## config.mk

```make
export PLATFORM = sky130hd
export DESIGN_NAME = kplq_ram
export DESIGN_NICKNAME = d
export VERILOG_FILES = /design/src/design/kplq_ram.sv
export SDC_FILE = /design/constraint.sdc
export NUM_CORES = 1
export LEC_CHECK = 0
export ABC_CLOCK_PERIOD_IN_PS = 2200
export BUFFER_PORTS_ARGS = -buffer_cell sky130_fd_sc_hd__buf_2
export CORE_ASPECT_RATIO = 0.5
export CORE_MARGIN = 2
export CORE_UTILIZATION = 45
export CTS_CLUSTER_SIZE = 25
export DETAILED_ROUTE_END_ITERATION = 7
export PLACE_DENSITY = 0.73
export SYNTH_ARGS = -nofsm -noshare
export SYNTH_HDL_FRONTEND = slang
export SYNTH_SLANG_ARGS = --single-unit
```

## constraint.sdc

```tcl
create_clock -name clk -period 2.2 [get_ports clk]
set_input_delay 0.44 -clock clk [delete_from_list [all_inputs] [get_ports clk]]
set_output_delay 0.44 -clock clk [all_outputs]
set_load 0.02 [all_outputs]
```

## src/design/kplq_ram.sv

```systemverilog
// Generic single-port-write, single-read RAM with a registered read.
`timescale 1ns / 1ps

module kplq_ram #(
    parameter int Width = 8,
    parameter int Depth = 16
) (
    input  logic                     clk,
    input  logic                     we,
    input  logic [$clog2(Depth)-1:0] waddr,
    input  logic [Width-1:0]         wdata,
    input  logic [$clog2(Depth)-1:0] raddr,
    output logic [Width-1:0]         rdata
);

    logic [Width-1:0] mem [Depth];

    always_ff @(posedge clk)
    begin
        if (we)
        begin
            mem[waddr] <= wdata;
        end
        rdata <= mem[raddr];
    end

endmodule

```

---- Yosys cells after proc, flatten, opt, wreduce, memory -nomap -nowiden ----
Memories as Yosys holds them, arrays and structs flattened. A register that Yosys moved wholly into a read port is not among the register bits.
Cells that the tools add are included.
W data, S select, Z words.
cells by class
  multiplexer cells ....................... 2
operators by type and width
  cell     number
  $mux W1  2
storage, ports and cells
  memories kept ........................... 1
  memory bits (writable) .................. 128
  output and inout bits ................... 8
  input bits .............................. 18
  bits in registers ....................... 0
  logic and storage cells ................. 3
memory list
  memory  depth  width  rd ports  clocked after memory_dff  write ports  line  RTL
  mem     16     8      1         1                         1            16    logic [Width-1:0] mem [Depth];

---- Logic depth before layout (Yosys ltp) ----
Gate-level depths: netlist of run 1.
  word-level depth ........................ 2
  gate-level depth with buffers ........... 5
  gate-level depth less buffers ........... 3

---- Worst setup path after synthesis of run 1 ----
OpenSTA, ideal clock, no wires.
  kind .................................... input to register
  start point ............................. input port waddr[2]
  end point ............................... memory mem[0][0], enable pin
  arrival time ............................ 1550 ps
  required time ........................... 1817 ps
  buffers on the path ..................... 0
  cell stages on the path ................. 2
  library setup time ...................... 383 ps
  slack ................................... 267 ps
  cells stage by stage .................... or3b_2 -> nor3_1
RTL lines
  element          line  RTL
  start, declared  10    input logic [$clog2(Depth)-1:0] waddr,
  end, declared    16
Straight into the memory's write port.

==> summary.md, run 1 <==
| Metric | Value |
|---|---|
| Status | finished clean |
| Num CTS Buffers | 17 |
| Setup bufs post-CTS | 0 |
| Die area | 12400 µm² |
| Syn_nets | 247 |
| Xor-xnor portion of the synthesized cell area | 0 |
| Req. time, crit path | 2480 ps |
| Post-route DRC | 0 |
| Sequential-to-total area share from yosys stat | 0.778 |
| Slew Viols, Final | 0 |
| Overflow left after global routing | 0 |
| Setup WS pre-CTS | 276 ps |
| Hpwl dp | 6140 µm |
| CTS resizes | 0 |
| DR pass1 iterations | 4 |
| Mux cell area share after synthesis | 0.150 |
| Setup Viol. Count Final | 0 |
| R2R Setup Slk | 670 ps |
| I/O Buffers | 25 |
| Fin crit period | 1530 ps |
| GRT Overall Usage | 0.174 |
| Adder-cell share of the synthesized area | 0 |
| Via count | 2446 |
| Synthesized area per cell | 22.5 µm² |
| Yosys reg bits | 136 |
| Die height | 79.6 µm |
| ANT nets after route | 0 |
| Worst setup SP type | flop |
| First-pass GRT wire length | 15100 µm |
| Cells after Synth | 229 |
| Boundary pin count | 26 |
| Largest net degree at the start of global routing | 33 |
| Die width | 155 µm |
| Max-capacitance violation count | 0 |
| Clock latency on the worst-skew pair | 410 ps |
| Vias in the first global route | 2512 |
| Util after Layout | 0.558 |
| Crit path arrival time | 1810 ps |
| CTS Sinks | 136 |
| Post-synthesis compound-gate area fraction | 0.0233 |
| Final worst slack | 672 ps |
| DR vias/cell | 5.55 |
| Worst Tran Pin Value | 596 ps |
| CTS Buffer Depth | 2 |
| Wire length per cell | 22.4 µm |
| CTS tree | built |
| CP Capture Type | flop |
| Design Area, Final | 6180 µm² |
| F_max | 655 MHz |
| Worst min path class | input pin to flop |
| Peak supply drop | 0.425 mV |
| Leakage Power | 2.11 nW |
| Drt initial violations | 245 |
| Drt total wl | 9880 µm |
| Ant. Diodes | 0 |
| Crit Path Max Fanout | 1 |
| TNS Setup | 0 ps |
| Initial Util | 0.465 |
| Worst r2r path cells | 3 |
| Syn-to-layout area delta | 20.0% |
| Main combinational cell family by area after synthesis | multiplexers |
| FF-to-FF End | rdata[3] |
| RSZ-0062 raised after global routing | false |
| Cell count of the worst hold path | 1 |
| Synthesized cell area | 5150 µm² |
| PD cells | 1010 nW/µm² |
| Critical Path Start | mem[2][3] |
| Share of layout cells above drive strength 1 | 0.311 |
| Hold-fix buffer count after cts | 0 |
| GPL Wtd Cong | 0.788 |
| Total power | 6.21 mW |
| Simple-Gate Fraction of Synth Area | 0.0318 |
| Placed cell areas | 5540 µm² |
| Initial antenna violation count | 0 |
| Syn. warnings | 0 |
| Final-stage net count | 301 |
| Setup Skew | 7.25 ps |
| Worst R2R Start | mem[2][3] |
| Clock transition at the registers of the reported paths | 60 ps |
| Rows | 27 |
| Final Hold Violating Endpoints | 0 |
| Max-slew headroom | 0.601 |
| Core area | 11100 µm² |
| CTS H-tree lvls | 4 |
| Fin crit share | 0.694 |
| Clock Tree Root | clkbuf_16 |
| Count of different cell masters after synthesis | 19 |
| Crit path to | rdata[3] |
| Crit Path Class | flop to flop |
[layer usage]
| metal | routed length [µm] | share of wire | up-vias | global-route usage |
|---|---|---|---|---|
| met2 | 4890 | 0.49 | 107 | 0.273 |
| li1 | - | - | 1085 | - |
| met1 | 4120 | 0.42 | 1247 | 0.234 |
| met4 | 58 | 0.0059 | 0 | 0.0413 |
| met3 | 807 | 0.082 | 7 | 0.0662 |
| met5 | 0 | 0 | - | 0 |
[cell usage in the layout (no fill, tap or decap)]
| master | netlist | layout |
|---|---|---|
| buf_2 | 3 | 25 |
| and2_1 | 1 | 1 |
| nor3_1 | 4 | 4 |
| edfxtp_1 | 128 | 128 |
| and2b_1 | 1 | 1 |
| dfxtp_1 | 8 | 8 |
| nand3_1 | 1 | 1 |
| nor2_1 | 13 | 13 |
| buf_12 | 0 | 2 |
| clkinvlp_4 | 0 | 3 |
| bufinv_16 | 0 | 5 |
| or3b_2 | 1 | 1 |
| clkinv_2 | 0 | 1 |
| clkinv_4 | 0 | 2 |
| nand3b_1 | 2 | 2 |
| nand2b_1 | 2 | 2 |
| nand2_1 | 9 | 9 |
| nor2b_1 | 1 | 1 |
| mux4_2 | 18 | 18 |
| buf_4 | 1 | 18 |
| clkinv_1 | 0 | 2 |
| clkbuf_1 | 0 | 2 |
| clkbuf_16 | 0 | 17 |
| mux4_1 | 14 | 14 |
| a22oi_1 | 16 | 16 |
[through the flow]
| step | hold slack, ps | instances |
|---|---|---|
| 2_1_floorplan | 539 | 229 |
| 6_report | 420 | 441 |
| 3_5_place_dp | 668 | 409 |
| 3_3_place_gp | 641 | 409 |
| 4_1_cts | 407 | 441 |
| 5_1_grt | 415 | 441 |
[how the worst min path moves through the flow]
stage	slack [ps]	startpoint	end
floorplan	540	wdata[0]	mem[0][0]
global placement	640	mem[15][0]	rdata[0]
detailed placement	670	mem[12][7]	rdata[7]
CTS	410	wdata[4]	mem[8][4]
global route	410	wdata[4]	mem[8][4]
finish	420	wdata[4]	mem[4][4]
[cell usage after synthesis]
cell type,number,share of area
a22oi_1,16,0.023
and2b_1,1,0.0015
nand3_1,1,0.00097
buf_2,3,0.0029
nor3_1,4,0.0039
or3b_2,1,0.0017
nor2_1,13,0.0095
clkdlybuf4s25_2,3,0.0058
buf_6,3,0.0066
nand2_1,9,0.0066
buf_4,1,0.0015
nand2b_1,2,0.0024
mux4_1,14,0.071
nand3b_1,2,0.0029
nor2b_1,1,0.0012
dfxtp_1,8,0.031
mux4_2,18,0.079
and2_1,1,0.0012
edfxtp_1,128,0.75
[state kept, by name, indices dropped and copies added, names as in the netlist]
| name | count |
|---|---|
| mem | 128 |
| rdata | 8 |
[area by class of cell]
| class | instances | area, µm² |
|---|---|---|
| clock buffers | 19 | 433 |
| clock inverters | 13 | 203 |
| fillers | 788 | 4900 |
| multi-input cells | 83 | 1060 |
| flip-flops and latches | 136 | 4000 |
| well taps | 145 | 181 |
| repair buffers | 45 | 300 |
[cells by family (layout without fill, tap and decap cells)]
family,after synthesis,after routing
buffers and inverters,10,77
DFF,136,136
AOI/OAI and AO/OA,16,16
muxes,32,32
and+or+nand+nor,35,35
[power breakdown]
group	leakage, nW	internal (mW)	switching (mW)
Combinational	0.585	0.118	0.169
Clock	0.298	2.00	1.01
Sequential	1.22	2.90	0.0177
Total	2.11	5.02	1.20
[worst max-delay path, cell delays in order, from the launching register on]
cell and delay [ps]:
edfxtp_1 390, mux4_1 520, a22oi_1 400, nand2_1 100
(Power assumes the default switching activity.)
==> inputs of run 2 (changes only) <==
- ABC_CLOCK_PERIOD_IN_PS: 2200 -> 1450
- clock period: 2.2 -> 1.45 ns (I/O delays scaled with it)
==> summary.md, run 2 (synthesis results as in run 1) <==
| Metric | Value |
|---|---|
| Initial Util | 0.465 (unchanged) |
| Util after Layout | 0.565 (+0.00745) |
| Rows | 27 (unchanged) |
| PD cells | 1500 nW/µm² (+49%) |
| Sequential cell area | 4000 µm² (unchanged) |
| Crit Path Max Fanout | 1 (unchanged) |
| CTS tree | built |
| Max-capacitance violation count | 0 (unchanged) |
| Commonest non-fill, non-tap cell in the layout | edfxtp_1 |
| Max-slew headroom | 0.480 (-0.121) |
| Setup Viol. Count Final | 0 (unchanged) |
| F_max | 723 MHz (+10%) |
| CTS resizes | 0 (unchanged) |
| Worst R2R Start | mem[9][4] |
| Boundary pin count | 26 (unchanged) |
| GRT Overall Usage | 0.190 (+0.0158) |
| Hpwl dp | 6470 µm (+5.3%) |
| Final worst slack | 66.5 ps (-606 ps) |
| Internal | 7.61 mW (+52%) |
| CTS H-tree lvls | 4 (unchanged) |
| FF-to-FF End | rdata[4] |
| Wire length per cell | 23.7 µm (+6.0%) |
| Initial antenna violation count | 0 (unchanged) |
| Syn-to-layout area delta | 21.6% |
| Sw Share | 0.192 (-0.000929) |
| Overflow left after global routing | 0 (unchanged) |
| Hold-fix buffer count after cts | 0 (unchanged) |
| TNS Setup | 0 ps (unchanged) |
| Core area | 11100 µm² (unchanged) |
| Via count | 2594 (+6.1%) |
| Top reg by flops | mem |
| Footprint of the multi-input gates | 1080 µm² (+2.4%) |
| Worst Tran Pin Value | 778 ps (+182 ps) |
| Worst min path class | input pin to flop |
| Drt initial violations | 303 (+24%) |
| Clk network pwr share | 0.479 (-0.006) |
| Slew Viols, Final | 0 (unchanged) |
| Non-Filler Instances | 447 (+1.4%) |
| Max reg flops | 128 (unchanged) |
| Post-Place Cells | 416 (+1.7%) |
| Top flop regs | mem: 128 flops, rdata: 8 flops |
| CTS Sinks | 136 (unchanged) |
| Final-stage net count | 308 (+2.3%) |
| Fin crit share | 0.954 (+0.260) |
| CP Capture Type | flop |
| Comb power frac | 0.050 (+0.004) |
| Setup WS pre-CTS | -288 ps (-564 ps) |
| ANT nets after route | 0 (unchanged) |
| Final Hold Slack | 273 ps (-147 ps) |
| Seq pwr share | 0.470 (about the same) |
| Post-route DRC | 0 (unchanged) |
| Critical Path Start | mem[9][4] |
| DR pass1 iterations | 5 (+1) |
| DR vias/cell | 5.80 (+4.6%) |
| GPL Wtd Cong | 0.843 (+6.9%) |
| Leakage Power | 2.15 nW (+2.2%) |
| R2R Setup Slk | 70 ps (-610 ps) |
| Worst r2r path cells | 3 (unchanged) |
| I/O Buffers | 25 (unchanged) |
| Setup Skew | 5.27 ps (-1.98 ps) |
| Clock latency on the worst-skew pair | 410 ps (about the same) |
| Peak supply drop | 1.08 mV (+150%) |
| Clock transition at the registers of the reported paths | 60 ps (about the same) |
| Commonest non-fill, non-tap cells in the layout | 128 x edfxtp_1, 25 x buf_2, 23 x buf_4 |
| Drt total wl | 10600 µm (+7.4%) |
| # fillers | 774 (-1.8%) |
| Design Area, Final | 6260 µm² (+1.3%) |
| P_sw | 1.80 mW (+51%) |
| Worst setup SP type | flop |
| Share of layout cells above drive strength 1 | 0.334 (+0.0236) |
| Placed cell areas | 5640 µm² (+1.7%) |
| Crit path to | rdata[4] |
| Vias in the first global route | 2651 (+5.5%) |
| Die width | 155 µm (unchanged) |
| Die area | 12400 µm² (unchanged) |
| First-pass GRT wire length | 16300 µm (+8.5%) |
| Setup bufs post-CTS | 0 (unchanged) |
| Crit Path Class | flop to flop |
| Crit path arrival time | 1680 ps (-130 ps) |
| Clock Tree Root | clkbuf_16 |
| Fin crit period | 1380 ps (-144 ps) |
| Final Hold Violating Endpoints | 0 (unchanged) |
| Status | finished clean |
| Largest net degree at the start of global routing | 20 (-39%) |
| Ant. Diodes | 0 (unchanged) |
| CTS Buffer Depth | 2 (unchanged) |
| Num CTS Buffers | 17 (unchanged) |
| Die height | 79.6 µm (unchanged) |
| Total power | 9.41 mW (+51%) |
| Req. time, crit path | 1740 ps (-740 ps) |
[run 2: changes by cell type in the layout (fill, tap and decap cells not counted), sizes merged]
cell      previous run  this run
buf                 45        52
clkbuf              19        20
clkinvlp             3         1
[run 2: area by class of cell]
cell class | count | area share
clock buffers | 20 | 0.0697
clock inverters | 11 | 0.0286
multi-input cells | 83 | 0.173
flip-flops and latches | 136 | 0.639
well taps | 145 | 0.0290
repair buffers | 52 | 0.0604
[run 2: per-layer routing]
metal | vias up | wire length, µm | share of wire | track usage
met5 | - | 0 | 0 | 0
met1 | 1346 | 4490 | 0.42 | 0.256
met2 | 139 | 4970 | 0.47 | 0.286
met3 | 17 | 969 | 0.091 | 0.0727
met4 | 0 | 182 | 0.017 | 0.0679
li1 | 1092 | - | - | -
[run 2: worst min path at each step]
stage / startpoint / slack [ps] / cells after the start / endpoint
after floorplan: wdata[0] / 390 / 0 / mem[0][0]
after global placement: mem[11][1] / 670 / 3 / rdata[1]
after detailed placement: mem[14][0] / 670 / 3 / rdata[0]
after CTS: wdata[6] / 260 / 1 / mem[14][6]
after global routing: wdata[6] / 260 / 1 / mem[14][6]
final: wdata[5] / 270 / 1 / mem[8][5]
[run 2: power groups by stage]
stage / clock (mW) / combinational [mW] / sequential [mW]
floorplan: 0 / 0.224 / 4.53
global placement: 0 / 0.448 / 4.50
detailed placement: 0 / 0.463 / 4.51
CTS: 4.56 / 0.472 / 4.43
global route: 4.73 / 0.507 / 4.43
finish: 4.51 / 0.475 / 4.43
[run 2: worst max-delay path, cell delays in order (launching register included)]
cell and delay, ps:
edfxtp_1 390, mux4_1 550, a22oi_2 240, nand2_1 90
